[src/hw/rtl/lkvc_pkg.sv]
// Shared types and codes for the pinned LRU key/value cache.
package lkvc_pkg;

  localparam int ENTRIES_DEF    = 16;
  localparam int KEY_BITS_DEF   = 32;
  localparam int VALUE_BITS_DEF = 32;

  localparam logic [4:0] LIMIT_RESET = 5'd16;
  localparam logic [7:0] DEPTH_MAX   = 8'd255;

  localparam logic [2:0] MODE_PUT    = 3'd0;
  localparam logic [2:0] MODE_FIND   = 3'd1;
  localparam logic [2:0] MODE_LOCK   = 3'd2;
  localparam logic [2:0] MODE_UNLOCK = 3'd3;
  localparam logic [2:0] MODE_DIS    = 3'd4;
  localparam logic [2:0] MODE_EN     = 3'd5;

  localparam logic [2:0] ST_OK            = 3'd0;
  localparam logic [2:0] ST_ABSENT        = 3'd1;
  localparam logic [2:0] ST_UNDERFLOW     = 3'd2;
  localparam logic [2:0] ST_ALL_LOCKED    = 3'd3;
  localparam logic [2:0] ST_FULL_DISABLED = 3'd4;
  localparam logic [2:0] ST_SATURATED     = 3'd5;

  typedef struct packed {
    logic [2:0]  mode;
    logic [31:0] lookup_key;
    logic [31:0] put_value;
  } in_word_t;

  typedef struct packed {
    logic        hit;
    logic [31:0] read_value;
    logic [2:0]  status;
    logic [4:0]  occupancy;
    logic [4:0]  evicted_count;
  } out_word_t;

  typedef enum logic [3:0] {
    S_IDLE,
    S_LOOK,
    S_DISP,
    S_CULL,
    S_MIN,
    S_EVICT,
    S_DEC,
    S_FREE,
    S_WRITE,
    S_DONE
  } state_t;

endpackage

[src/hw/rtl/lkvc_store.sv]
// Entry memory: key, value and age rank, one write and one registered read port.
module lkvc_store #(
  parameter int DEPTH = 16,
  parameter int WIDTH = 68
) (
  input  logic                     clk,
  input  logic                     we,
  input  logic [$clog2(DEPTH)-1:0] waddr,
  input  logic [WIDTH-1:0]         wdata,
  input  logic [$clog2(DEPTH)-1:0] raddr,
  output logic [WIDTH-1:0]         rdata
);

  logic [WIDTH-1:0] mem [DEPTH];

  always_ff @(posedge clk) begin
    if (we) begin
      mem[waddr] <= wdata;
    end
  end

  always_ff @(posedge clk) begin
    rdata <= mem[raddr];
  end

endmodule

[src/hw/rtl/lru_key_value_cache_with_pinning.sv]
// Top level of the pinned LRU key/value cache: sequencer around the entry memory.
//
//  channel | direction | handshake          | word
//  --------+-----------+--------------------+---------------------------------------
//  in_     | input     | in_valid/in_ready  | mode, lookup_key, put_value
//  out_    | output    | out_valid/out_ready| hit, read_value, status, occupancy, evicted
//  cfg_    | input     | cfg_we             | occupancy_limit (5 bits)
//
// One word at a time. Every op starts with a key scan through the single read
// port of the entry memory. A put hit adds a rank-close sweep and a free-slot
// scan. Each eviction costs a min-rank sweep plus a rank-close sweep.
// Reset is synchronous; valid and pin bits are flops, so there is no clearing pass.
// A finished result waits in the output register; the next op may run meanwhile
// but its own result holds until the output register is free.
module lru_key_value_cache_with_pinning #(
  parameter int ENTRIES    = lkvc_pkg::ENTRIES_DEF,
  parameter int KEY_BITS   = lkvc_pkg::KEY_BITS_DEF,
  parameter int VALUE_BITS = lkvc_pkg::VALUE_BITS_DEF
) (
  input  logic               clk,
  input  logic               rst_n,
  input  logic               in_valid,
  output logic               in_ready,
  input  lkvc_pkg::in_word_t in_data,
  output logic               out_valid,
  input  logic               out_ready,
  output lkvc_pkg::out_word_t out_data,
  input  logic               cfg_we,
  input  logic [4:0]         cfg_wdata
);

  import lkvc_pkg::*;

  localparam int IW = $clog2(ENTRIES);
  localparam int CW = IW + 1;
  localparam int RW = IW;
  localparam int OW = $clog2(ENTRIES + 1);
  localparam int EW = KEY_BITS + VALUE_BITS + RW;

  // control state
  state_t              state_r, state_nxt;
  logic [ENTRIES-1:0]  valid_r, valid_nxt;
  logic [ENTRIES-1:0]  pinned_r, pinned_nxt;
  logic [OW-1:0]       occ_r, occ_nxt;
  logic [7:0]          depth_r, depth_nxt;
  logic [4:0]          lim_r;
  logic                out_valid_r, out_valid_nxt;
  logic [CW-1:0]       idx_r, idx_nxt;
  logic                pend_r, pend_nxt;
  logic                culling_r, culling_nxt;
  logic                ins_r, ins_nxt;

  // working payload
  in_word_t            word_r, word_nxt;
  logic [IW-1:0]       pidx_r, pidx_nxt;
  logic                found_r, found_nxt;
  logic [IW-1:0]       slot_r, slot_nxt;
  logic [RW-1:0]       rank_r, rank_nxt;
  logic [VALUE_BITS-1:0] val_r, val_nxt;
  logic [RW-1:0]       rem_rank_r, rem_rank_nxt;
  logic [OW-1:0]       evict_r, evict_nxt;
  logic [2:0]          status_r, status_nxt;
  logic                hit_r, hit_nxt;
  out_word_t           out_r, out_nxt;

  // memory port
  logic                mem_we;
  logic [IW-1:0]       mem_waddr;
  logic [EW-1:0]       mem_wdata;
  logic [IW-1:0]       mem_raddr;
  logic [EW-1:0]       mem_rdata;

  logic [KEY_BITS-1:0]   rkey;
  logic [VALUE_BITS-1:0] rval;
  logic [RW-1:0]         rrank;
  logic [KEY_BITS-1:0]   key_w;
  logic [OW-1:0]         eff_lim;
  logic                  issue;
  logic                  last;

  lkvc_store #(
    .DEPTH(ENTRIES),
    .WIDTH(EW)
  ) u_store (
    .clk  (clk),
    .we   (mem_we),
    .waddr(mem_waddr),
    .wdata(mem_wdata),
    .raddr(mem_raddr),
    .rdata(mem_rdata)
  );

  assign rkey  = mem_rdata[EW-1 -: KEY_BITS];
  assign rval  = mem_rdata[RW +: VALUE_BITS];
  assign rrank = mem_rdata[RW-1:0];
  assign key_w = KEY_BITS'(word_r.lookup_key);

  // limit of 0 acts as 1, above ENTRIES acts as ENTRIES
  always_comb begin
    if (lim_r == 5'd0) begin
      eff_lim = OW'(1);
    end else if (int'(lim_r) > ENTRIES) begin
      eff_lim = OW'(ENTRIES);
    end else begin
      eff_lim = OW'(lim_r);
    end
  end

  // sweep bookkeeping shared by the scan states
  assign issue = (idx_r < CW'(ENTRIES));
  assign last  = pend_r && (pidx_r == IW'(ENTRIES - 1));

  assign in_ready  = (state_r == S_IDLE);
  assign out_valid = out_valid_r;
  assign out_data  = out_r;

  always_comb begin
    state_nxt     = state_r;
    valid_nxt     = valid_r;
    pinned_nxt    = pinned_r;
    occ_nxt       = occ_r;
    depth_nxt     = depth_r;
    out_valid_nxt = out_valid_r & ~out_ready;
    idx_nxt       = idx_r;
    pend_nxt      = 1'b0;
    pidx_nxt      = pidx_r;
    culling_nxt   = culling_r;
    ins_nxt       = ins_r;
    word_nxt      = word_r;
    found_nxt     = found_r;
    slot_nxt      = slot_r;
    rank_nxt      = rank_r;
    val_nxt       = val_r;
    rem_rank_nxt  = rem_rank_r;
    evict_nxt     = evict_r;
    status_nxt    = status_r;
    hit_nxt       = hit_r;
    out_nxt       = out_r;
    mem_we        = 1'b0;
    mem_waddr     = slot_r;
    mem_wdata     = {key_w, VALUE_BITS'(word_r.put_value), RW'(occ_r)};
    mem_raddr     = idx_r[IW-1:0];

    // issue side of a sweep: one read a cycle, data back in the cycle after the read
    if ((state_r == S_LOOK || state_r == S_MIN || state_r == S_DEC) && issue) begin
      idx_nxt  = idx_r + CW'(1);
      pend_nxt = 1'b1;
      pidx_nxt = idx_r[IW-1:0];
    end

    case (state_r)
      S_IDLE: begin
        if (in_valid) begin
          word_nxt   = in_data;
          found_nxt  = 1'b0;
          hit_nxt    = 1'b0;
          val_nxt    = '0;
          status_nxt = ST_OK;
          evict_nxt  = '0;
          idx_nxt    = '0;
          state_nxt  = S_LOOK;
        end
      end
      S_LOOK: begin
        if (pend_r && valid_r[pidx_r] && rkey == key_w && !found_r) begin
          found_nxt = 1'b1;
          slot_nxt  = pidx_r;
          rank_nxt  = rrank;
          val_nxt   = rval;
        end
        if (last) begin
          state_nxt = S_DISP;
        end
      end
      S_DISP: begin
        state_nxt = S_DONE;
        case (word_r.mode)
          MODE_PUT: begin
            if (found_r) begin
              hit_nxt            = 1'b1;
              valid_nxt[slot_r]  = 1'b0;
              pinned_nxt[slot_r] = 1'b0;
              occ_nxt            = occ_r - OW'(1);
              rem_rank_nxt       = rank_r;
              culling_nxt        = 1'b0;
              idx_nxt            = '0;
              state_nxt          = S_DEC;
            end else if (depth_r == 8'd0) begin
              culling_nxt = 1'b1;
              ins_nxt     = 1'b1;
              state_nxt   = S_CULL;
            end else if (occ_r >= OW'(ENTRIES)) begin
              status_nxt = ST_FULL_DISABLED;
            end else begin
              idx_nxt   = '0;
              state_nxt = S_FREE;
            end
          end
          MODE_FIND: begin
            if (found_r) begin
              hit_nxt = 1'b1;
            end else begin
              status_nxt = ST_ABSENT;
            end
          end
          MODE_LOCK, MODE_UNLOCK: begin
            if (found_r) begin
              hit_nxt            = 1'b1;
              pinned_nxt[slot_r] = (word_r.mode == MODE_LOCK);
            end else begin
              status_nxt = ST_ABSENT;
            end
          end
          MODE_DIS: begin
            if (depth_r == DEPTH_MAX) begin
              status_nxt = ST_SATURATED;
            end else begin
              depth_nxt = depth_r + 8'd1;
            end
          end
          MODE_EN: begin
            if (depth_r == 8'd0) begin
              status_nxt = ST_UNDERFLOW;
            end else begin
              depth_nxt = depth_r - 8'd1;
              if (depth_r == 8'd1) begin
                culling_nxt = 1'b1;
                ins_nxt     = 1'b0;
                state_nxt   = S_CULL;
              end
            end
          end
          default: begin
          end
        endcase
      end
      S_CULL: begin
        if (occ_r >= eff_lim) begin
          found_nxt = 1'b0;
          idx_nxt   = '0;
          state_nxt = S_MIN;
        end else if (ins_r) begin
          idx_nxt   = '0;
          state_nxt = S_FREE;
        end else begin
          state_nxt = S_DONE;
        end
      end
      S_MIN: begin
        // oldest unpinned valid entry
        if (pend_r && valid_r[pidx_r] && !pinned_r[pidx_r] &&
            (!found_r || rrank < rank_r)) begin
          found_nxt = 1'b1;
          slot_nxt  = pidx_r;
          rank_nxt  = rrank;
        end
        if (last) begin
          state_nxt = S_EVICT;
        end
      end
      S_EVICT: begin
        if (!found_r) begin
          status_nxt = ST_ALL_LOCKED;
          state_nxt  = S_DONE;
        end else begin
          valid_nxt[slot_r]  = 1'b0;
          pinned_nxt[slot_r] = 1'b0;
          occ_nxt            = occ_r - OW'(1);
          evict_nxt          = evict_r + OW'(1);
          rem_rank_nxt       = rank_r;
          idx_nxt            = '0;
          state_nxt          = S_DEC;
        end
      end
      S_DEC: begin
        // close the rank gap left by the removed entry
        if (pend_r && valid_r[pidx_r] && rrank > rem_rank_r) begin
          mem_we    = 1'b1;
          mem_waddr = pidx_r;
          mem_wdata = {rkey, rval, rrank - RW'(1)};
        end
        if (last) begin
          idx_nxt   = '0;
          state_nxt = culling_r ? S_CULL : S_FREE;
        end
      end
      S_FREE: begin
        if (!issue) begin
          state_nxt = S_DONE;
        end else if (!valid_r[idx_r[IW-1:0]]) begin
          slot_nxt  = idx_r[IW-1:0];
          state_nxt = S_WRITE;
        end else begin
          idx_nxt = idx_r + CW'(1);
        end
      end
      S_WRITE: begin
        mem_we             = 1'b1;
        valid_nxt[slot_r]  = 1'b1;
        pinned_nxt[slot_r] = 1'b0;
        occ_nxt            = occ_r + OW'(1);
        state_nxt          = S_DONE;
      end
      S_DONE: begin
        if (!out_valid_r || out_ready) begin
          out_nxt.hit           = hit_r;
          out_nxt.read_value    = (word_r.mode == MODE_FIND && hit_r) ?
                                  32'(val_r) : 32'd0;
          out_nxt.status        = status_r;
          out_nxt.occupancy     = 5'(occ_r);
          out_nxt.evicted_count = 5'(evict_r);
          out_valid_nxt         = 1'b1;
          state_nxt             = S_IDLE;
        end
      end
      default: begin
        state_nxt = S_IDLE;
      end
    endcase
  end

  always_ff @(posedge clk) begin
    if (!rst_n) begin
      state_r     <= S_IDLE;
      valid_r     <= '0;
      pinned_r    <= '0;
      occ_r       <= '0;
      depth_r     <= '0;
      lim_r       <= LIMIT_RESET;
      out_valid_r <= 1'b0;
      idx_r       <= '0;
      pend_r      <= 1'b0;
      culling_r   <= 1'b0;
      ins_r       <= 1'b0;
    end else begin
      state_r     <= state_nxt;
      valid_r     <= valid_nxt;
      pinned_r    <= pinned_nxt;
      occ_r       <= occ_nxt;
      depth_r     <= depth_nxt;
      out_valid_r <= out_valid_nxt;
      idx_r       <= idx_nxt;
      pend_r      <= pend_nxt;
      culling_r   <= culling_nxt;
      ins_r       <= ins_nxt;
      if (cfg_we) begin
        lim_r <= cfg_wdata;
      end
    end
  end

  always_ff @(posedge clk) begin
    word_r     <= word_nxt;
    pidx_r     <= pidx_nxt;
    found_r    <= found_nxt;
    slot_r     <= slot_nxt;
    rank_r     <= rank_nxt;
    val_r      <= val_nxt;
    rem_rank_r <= rem_rank_nxt;
    evict_r    <= evict_nxt;
    status_r   <= status_nxt;
    hit_r      <= hit_nxt;
    out_r      <= out_nxt;
  end

  // occupancy count tracks the valid bits whenever idle
  a_occ_match: assert property (@(posedge clk) disable iff (!rst_n)
    state_r == S_IDLE |-> $countones(valid_r) == int'(occ_r))
    else $error("occupancy count out of step with valid bits");

  // a pinned entry is always a valid entry
  a_pin_valid: assert property (@(posedge clk) disable iff (!rst_n)
    (pinned_r & ~valid_r) == '0)
    else $error("pin bit set on an invalid entry");

  // an eviction only happens with occupancy at or above the limit
  a_evict_lim: assert property (@(posedge clk) disable iff (!rst_n)
    (state_r == S_EVICT && found_r) |-> occ_r >= eff_lim)
    else $error("eviction below occupancy limit");

  // occupancy never passes the store size
  a_occ_max: assert property (@(posedge clk) disable iff (!rst_n)
    occ_r <= OW'(ENTRIES))
    else $error("occupancy above store size");

endmodule
[config.mk]
export PLATFORM = sky130hd
export DESIGN_NAME = lru_key_value_cache_with_pinning
export DESIGN_NICKNAME = d
export VERILOG_FILES = /design/src/hw/rtl/lkvc_pkg.sv /design/src/hw/rtl/lkvc_store.sv /design/src/hw/rtl/lru_key_value_cache_with_pinning.sv
export SDC_FILE = /design/constraint.sdc
export NUM_CORES = 1
export LEC_CHECK = 0
export BUFFER_PORTS_ARGS = -buffer_cell sky130_fd_sc_hd__buf_2
export CAP_MARGIN = 40
export CORE_MARGIN = 4
export CORE_UTILIZATION = 54
export DETAILED_ROUTE_END_ITERATION = 7
export HOLD_SLACK_MARGIN = 0.05
export PLACE_DENSITY = 0.7
export SYNTH_ARGS = -nofsm -noshare
export SYNTH_HDL_FRONTEND = slang
export SYNTH_SLANG_ARGS = --single-unit
[constraint.sdc]
create_clock -name clk -period 9 [get_ports clk]
set_input_delay 2.7 -clock clk [delete_from_list [all_inputs] [get_ports clk]]
set_output_delay 2.7 -clock clk [all_outputs]
set_load 0.02 [all_outputs]
# Word-level counts from Yosys, hierarchy flattened
# Memories as Yosys holds them, arrays and structs flattened. A register that Yosys moved wholly into a read port is not among the register bits.
# Cells that the tools add are included.
# word_totals
inputBits,77
regBits,234
wordCells,262
mem_bits_rw,1088
output_inout_bits,48
n_memories,1
# mem_list
name,words,width,rd,rd_clocked_by_memory_dff,write_ports,line_no,text
u_store.mem,16,68,1,1,1,lkvc_store.sv:14,logic [WIDTH-1:0] mem [DEPTH];
# classes
n_eq_ne,49
n_lt_le_gt_ge,10
bitwise,6
n_mux,110
n_reduce_logical,51
addsub,7
# op_table
operator,n
two-way mux 68 bit,2
two-way mux 4 bit,25
case mux 16 bit (3 select lines),2
two-way mux 5 bit,18
two-way mux 16 bit,4
two-way mux 32 bit,2
case mux 32 bit (2 select lines),1
case mux 4 bit (10 select lines),1
"!= test 2 bit, second input constant",17
bitwise AND 16 bit,2
equality test 32 bit,1
case mux 16 bit (2 select lines),1
case mux 5 bit (6 select lines),1
two-way mux 3 bit,9
"!= test 3 bit, second input constant",9
case mux 4 bit (2 select lines),3
two-way mux 1 bit,23
bitwise mux 16 bit,1
"equality test 4 x 3 -> 1 bit, second input constant",4
two-way mux 8 bit,2
NOT 16 bit,1
bitwise OR 16 bit,1
case mux 8 bit (2 select lines),1
"adder 5 x 1 -> 5 bit, second input constant",3
53 further kinds,99

# Logic depth before layout (Yosys ltp)
# Gate-level depths: netlist of run 1.
# logic_depth
word_depth,10
depth_mapped,12
mapped_depth_nobuf,11

# By module
# A second synthesis of run 1 with hierarchy kept.
# hier_totals
hier_cells,2693
hier_area_um2,53296.1
# modules_own_cells
mod,area_each_um2,instances,cells_each
lkvc_store,41980.3,1,1750
lru_key_value_cache_with_pinning,11315.9,1,943

# Worst setup path after synthesis of run 1
# Ideal clock, no wire load.
# synth_path
kind,flip-flop to flip-flop
start,register pidx_r[1]
end,"memory u_store.mem[10][0], enable pin"
setup_ps,595
slack_ps,1505
stages_incl_launch_ff,10
t_arrival_ps,6899
path_cell_list,edfxtp_1 -> buf_6 -> mux2_1 -> o22ai_1 -> nor4_1 -> a31oi_1 -> or3_4 -> buf_6 -> buf_6 -> o31ai_1
# synth_via
elab_chain_cells,8
elab_cells_between_ends,10
classes_between,mux: 8; reduce/logical: 2
# synth_rtl
item,line_no,text
start: declaration,lru_key_value_cache_with_pinning.sv:55,"logic [IW-1:0] pidx_r, pidx_nxt;"
start signal: assignment,lru_key_value_cache_with_pinning.sv:354,pidx_r <= pidx_nxt;
binary-select mux 1 bit (select 4 bit),lru_key_value_cache_with_pinning.sv:277,if (pend_r && valid_r[pidx_r] && rrank > rem_rank_r) begin
two-way mux 1 bit (implied by the code),lru_key_value_cache_with_pinning.sv:277,
logical AND 1 bit (2 in a row),lru_key_value_cache_with_pinning.sv:277,
two-way mux 1 bit,lru_key_value_cache_with_pinning.sv:277,
case mux 1 bit (2 select lines),lru_key_value_cache_with_pinning.sv:151,case (state_r)
two-way mux 1 bit,lkvc_store.sv:17,if (we) begin
two-way mux 1 bit (implied by the code),lkvc_store.sv:18,mem[waddr] <= wdata;
end: declaration,lkvc_store.sv:14,
# Parallel ways exist; a longest one is shown, timed or not. The select of a mux whose other input is x is not followed.

# Worst setup path after layout of run 1
# layout_path
start,register pidx_r[1]
end,"memory u_store.mem[3][54], enable pin"
# The elaborated chain is that of the path after synthesis.

==> impl_metrics.env, run 1 <==
export IMPL_synth_ff_type="edfxtp_1"
export IMPL_io_buffers=124
export IMPL_finalCriticalPeriod_ps=5250
export IMPL_synth_edf_count=1259
export IMPL_synth_avg_cell_area_sq_um=20.7
export IMPL_grt_setup_unrepaired="no"
export IMPL_placementRows=115
export IMPL_clkLatencyLatePin_ps=750
export IMPL_run_status="complete, no violations"
export IMPL_via_per_inst=6.36
export IMPL_drt_initial_drc_count=2832
export IMPL_skew_ps=29.5
export IMPL_syn_inst=2598
export IMPL_synthesis_nets=2697
export IMPL_track_usage=0.236
export IMPL_ant_nets=0
export IMPL_core_sq_um=98700
export IMPL_post_cts_repair_setup_buffers=0
export IMPL_tritoncts="done"
export IMPL_ios=125
export IMPL_crit_required_ps=9360
export IMPL_wl_per_cell_um=29.0
export IMPL_crit_start="pidx_r[1]"
export IMPL_crit_type="reg2reg"
export IMPL_period_share=0.584
export IMPL_ir_drop_mv=0.205
export IMPL_cts_sinks=1390
export IMPL_multi_input_area_sq_um=12900
export IMPL_critical_path_arrival_ps=5610
export IMPL_synthTopCellsByArea="edfxtp_1 70%, mux4_2 14%, dfxtp_1 4.9%"
export IMPL_n_fill_cell=6676
export IMPL_first_global_vias=27100
export IMPL_synth_most_common_cell="edfxtp_1"
export IMPL_ys_seq_elements=1390
export IMPL_routed_wl_um=122000
export IMPL_cts_buffer_depth=3
export IMPL_cts_buffers=141
export IMPL_cellPowerDensity_nw_per_um2=270
export IMPL_die_h_um=324
export IMPL_holdCritPathClass="reg2reg"
export IMPL_hpwl_um=66700
export IMPL_overflow=0
export IMPL_ys_warn_count=0
export IMPL_ys_seq_area_frac=0.751
export IMPL_diodes=0
export IMPL_start_kind="register"
export IMPL_ff2ff_setup_slack_ps=3750
export IMPL_synthArstFlopShare=0
export IMPL_synth_top_area_frac=0.702
export IMPL_r2r_end="u_store.mem[3][54]"
export IMPL_clock_fmax_ghz=0.190
export IMPL_slew_headroom=0.260
export IMPL_syn_area_sq_um=53800
export IMPL_end_kind="register"
export IMPL_setup_viol=0
export IMPL_cts_resized=0
export IMPL_maxCapViolations=0
export IMPL_syn_to_final_growth_pct=13.5
export IMPL_htree_levels=4
export IMPL_die_x_um=324
export IMPL_leakage_nw=19.6
export IMPL_cts_clk_slew_worst_paths_ps=60
export IMPL_antenna_found_initial=6
export IMPL_ff2ff_path_depth=9
export IMPL_grt_max_degree=101
export IMPL_synth_top_area_cell="edfxtp_1"
export IMPL_cts_hold_buffers=0
export IMPL_vias=26800
export IMPL_gp_congestion=0.889
export IMPL_final_util=0.619
export IMPL_grt_pass1_wl_um=180000
export IMPL_maxSlewViolCount=0
export IMPL_die_area_sq_um=105000
export IMPL_ys_types=74
export IMPL_ys_top_cells_by_count="1259 x edfxtp_1, 343 x mux4_2, 131 x dfxtp_1"
export IMPL_endpoint="u_store.mem[3][54]"
export IMPL_initial_utilization=0.545
export IMPL_clock_root_buffer="clkbuf_16"
export IMPL_r2r_start="pidx_r[1]"
export IMPL_fin_nets=2902
export IMPL_hold_viol=0
export IMPL_worst_slew_pin_slew_ps=1110
export IMPL_route_detailed_drc=0
export IMPL_power_mw=16.5
export IMPL_drive_above_1_share=0.292
export IMPL_tns_ps=0
export IMPL_critPathMaxFanout=33
export IMPL_drt_first_pass_iters=7
export IMPL_ff_latch_area_sq_um=40400
per-layer routing:
layer / GRT usage / up-vias / wire (um)
li1: - / 11100 / -
met3: 0.0399 / 185 / 8720
met2: 0.385 / 1204 / 60900
met4: 0.0556 / 0 / 2320
met5: 0 / - / 0
met1: 0.340 / 14300 / 50000
area by class of cell:
cell class / instances / area share
multi-input combinational: 1042 / 0.211
sequential: 1390 / 0.662
clock inverter: 70 / 0.0104
timing repair buffer: 201 / 0.0253
inverter: 27 / 0.00168
tap: 1287 / 0.0263
clock buffer: 188 / 0.0634
flip-flops by register name, indices dropped and copies added, names as in the netlist, 3 cells and up, named ones only:
register,cells
key_w,32
word_r,35
rank_r,4
depth_r,8
state_r,4
u_store.rdata,68
lim_r,5
slot_r,4
evict_r,5
idx_r,5
u_store.mem,1088
pidx_r,4
out_data,46
occ_r,5
rem_rank_r,4
val_r,32
status_r,3
placed cells by master, fill, tap and decap left out, types with 29 or more instances in the layout:
master and instances:
nand3_1 30, xor2_1 33, edfxtp_1 1259, clkbuf_1 37
nand2_1 74, nor2_1 47, mux2_4 42, a21oi_1 58
mux4_2 343, o21ai_0 52, and3_1 38, buf_4 56
mux2_2 29, clkbuf_16 147, buf_2 125, and2_1 43
dfxtp_1 127
power by group:
group,internal [mW],switching (mW)
registers,7.74,0.293
clock network,3.25,2.41
logic,1.23,1.58
total,12.2,4.28
worst max-delay path, cell delays in order, from the launching register on:
cell and delay [ps]:
edfxtp_1 840, mux2_2 290, o22ai_1 110, nor4_1 330, a31oi_1 170, or3_4 720
buf_4 430, o41ai_4 540, buf_4 660, buf_4 710
worst min-delay path by stage:
stage / start / end / slack, ps / cells after the start
6_report: status_r[2] / out_data[12] / 420 / 0
5_1_grt: status_r[2] / out_data[12] / 440 / 0
4_1_cts: status_r[2] / out_data[12] / 420 / 0
3_5_place_dp: status_r[2] / out_data[12] / 410 / 0
3_3_place_gp: status_r[0] / out_data[10] / 410 / 0
2_1_floorplan: status_r[0] / out_data[10] / 400 / 0
stage by stage:
step / hold slack (ps) / setup slack, ps / instances / instance area, sq um
2_1_floorplan: 400 / 1510 / 2598 / 53800
3_3_place_gp: 407 / 3790 / 3924 / 56100
3_5_place_dp: 409 / 3780 / 3945 / 56600
4_1_cts: 422 / 3760 / 4203 / 61100
5_1_grt: 438 / 3530 / 4205 / 61100
6_report: 421 / 3750 / 4205 / 61100
cells by family (layout without fill, tap and decap cells):
family | count (synthesis) | count (layout) | synth area share
muxes | 434 | 434 | 0.165
buffers and inverters | 166 | 486 | 0.0137
DFF | 1390 | 1390 | 0.751
adders and majority gates | 22 | 22 | 0.00525
AOI/OAI and AO/OA | 195 | 195 | 0.0232
xor gates and xnor gates | 51 | 51 | 0.00830
and+or+nand+nor | 340 | 340 | 0.0336
Note: power is estimated with default switching activity, not from simulation.
==> run 2, diff against run 1 <==
PLACE_DENSITY = 0.73   (was 0.7)
clock period = 4.65 ns   (was 9 ns; I/O delays follow)
==> run 2 against run 1 <==
Against the previous run: power rose by 93%; die area did not move; cell count barely moved; largest power group unchanged.
==> impl_metrics.env, run 2 (synthesis results as in run 1) <==
export IMPL_critPathMaxFanout=33
export IMPL_setup_viol=0
export IMPL_hold_depth=0
export IMPL_run_status="complete, no violations"
export IMPL_vias=26600
export IMPL_end_kind="register"
export IMPL_ios=125
export IMPL_cts_resized=0
export IMPL_via_per_inst=6.33
export IMPL_ant_nets=0
export IMPL_die_h_um=324
export IMPL_fin_nets=2900
export IMPL_htree_levels=4
export IMPL_holdCritPathClass="reg2reg"
export IMPL_route_detailed_drc=0
export IMPL_clock_fmax_ghz=0.253
export IMPL_busiest_layer="met2"
export IMPL_gp_congestion=0.869
export IMPL_post_cts_repair_setup_buffers=0
export IMPL_r2r_end="u_store.mem[15][67]"
export IMPL_first_global_vias=27100
export IMPL_syn_to_final_growth_pct=13.7
export IMPL_hpwl_um=63200
export IMPL_die_area_sq_um=105000
export IMPL_diodes=0
export IMPL_tritoncts="done"
export IMPL_crit_start="pidx_r[0]"
export IMPL_worst_slew_pin_slew_ps=895
export IMPL_track_usage=0.232
export IMPL_start_kind="register"
export IMPL_io_buffers=124
export IMPL_antenna_found_initial=2
export IMPL_cellPowerDensity_nw_per_um2=520
export IMPL_slew_headroom=0.402
export IMPL_regMostFlops="u_store.mem"
export IMPL_initial_utilization=0.545
export IMPL_maxCapViolations=0
export IMPL_largest_reg_flops=1088
export IMPL_pre_cts_slack_ps=602
export IMPL_leakage_nw=19.6
export IMPL_crit_required_ps=5090
export IMPL_cts_sinks=1390
export IMPL_ir_drop_mv=0.387
export IMPL_use_met3=0.0456
export IMPL_maxSlewViolCount=0
export IMPL_wl_per_cell_um=28.4
export IMPL_mostFrequentLayoutCell="edfxtp_1"
export IMPL_die_x_um=324
export IMPL_hold_start="rank_r[1]"
export IMPL_stdcell_area_sq_um=61200
export IMPL_drive_above_1_share=0.291
export IMPL_hold_viol=0
export IMPL_finalCriticalPeriod_ps=3960
export IMPL_ff2ff_path_depth=7
export IMPL_grt_use_met2=0.374
export IMPL_drt_initial_drc_count=2907
export IMPL_layout_common_cells="1259 x edfxtp_1, 343 x mux4_2, 143 x clkbuf_16"
export IMPL_cts_buffer_depth=3
export IMPL_use_met1=0.330
export IMPL_overflow=0
export IMPL_clkLatencyLatePin_ps=740
export IMPL_post_dp_cell_area_sq_um=56700
export IMPL_critical_path_arrival_ps=4400
export IMPL_grt_max_degree=106
export IMPL_grt_pass1_wl_um=178000
export IMPL_crit_type="reg2reg"
export IMPL_cts_clk_slew_worst_paths_ps=60
export IMPL_drt_first_pass_iters=6
export IMPL_min_to="rem_rank_r[1]"
export IMPL_core_sq_um=98700
export IMPL_routed_wl_um=120000
export IMPL_placementRows=115
export IMPL_fin_ws_ps=690
export IMPL_clock_root_buffer="clkbuf_16"
export IMPL_ff2ff_setup_slack_ps=690
export IMPL_cts_hold_buffers=0
export IMPL_grt_setup_unrepaired="no"
export IMPL_period_share=0.852
export IMPL_skew_ps=42.3
export IMPL_cts_buffers=138
export IMPL_r2r_start="pidx_r[0]"
run 2: cell types whose count changed in the layout (fill, tap and decap cells not counted), moves of 2 or more:
| cell | change |
|---|---|
| buf_12 | +28 |
| buf_16 | -11 |
| buf_4 | -19 |
| clkbuf_16 | -4 |
| clkbuf_4 | +2 |
| clkbuf_8 | +5 |
| clkinv_2 | -6 |
| clkinv_8 | -4 |
| inv_16 | +2 |
run 2: cell type report:
cell class,instances,area [sq um]
multi-input combinational,1042,12900
clock buffer,190,3840
fill,6618,37500
sequential,1390,40400
inverter,27,104
timing repair buffer,202,1700
tap,1287,1610
clock inverter,64,621
run 2: worst max path at each step:
stage | to | depth (start not counted)
4_1_cts | u_store.mem[1][0] | 6
6_report | u_store.mem[15][67] | 7
3_3_place_gp | u_store.mem[14][4] | 6
5_1_grt | u_store.mem[15][67] | 7
2_1_floorplan | u_store.mem[0][0] | 9
3_5_place_dp | u_store.mem[5][0] | 6
run 2: routing by layer:
layer	vias up	wire (um)
met3	229	9710
li1	11100	-
met4	0	3010
met2	1345	58600
met5	-	0
met1	13900	48200
run 2: where the power goes:
part	internal (mW)	leakage, nW	total (mW)	switching [mW]
logic	2.43	4.98	5.54	3.11
clock network	6.23	2.17	10.8	4.58
registers	15.0	12.5	15.5	0.528
run 2: critical path, cell delays in order (launching register included):
cell and delay (ps):
edfxtp_1 630, mux4_2 570, mux2_2 280, a31oi_1 450
or3_4 530, buf_12 280, buf_12 350, mux2_2 500
run 2: through the flow:
step	util	power [mW]	TNS, ps	instances	hold WS, ps
after floorplan	-	19.6	-613690	2598	400
after global placement	0.574	21.1	0	3939	406
final	0.620	31.8	0	4202	416
after CTS	0.620	32.1	0	4200	409
after global routing	0.620	33.1	0	4202	424
after detailed placement	0.575	21.3	0	3946	405
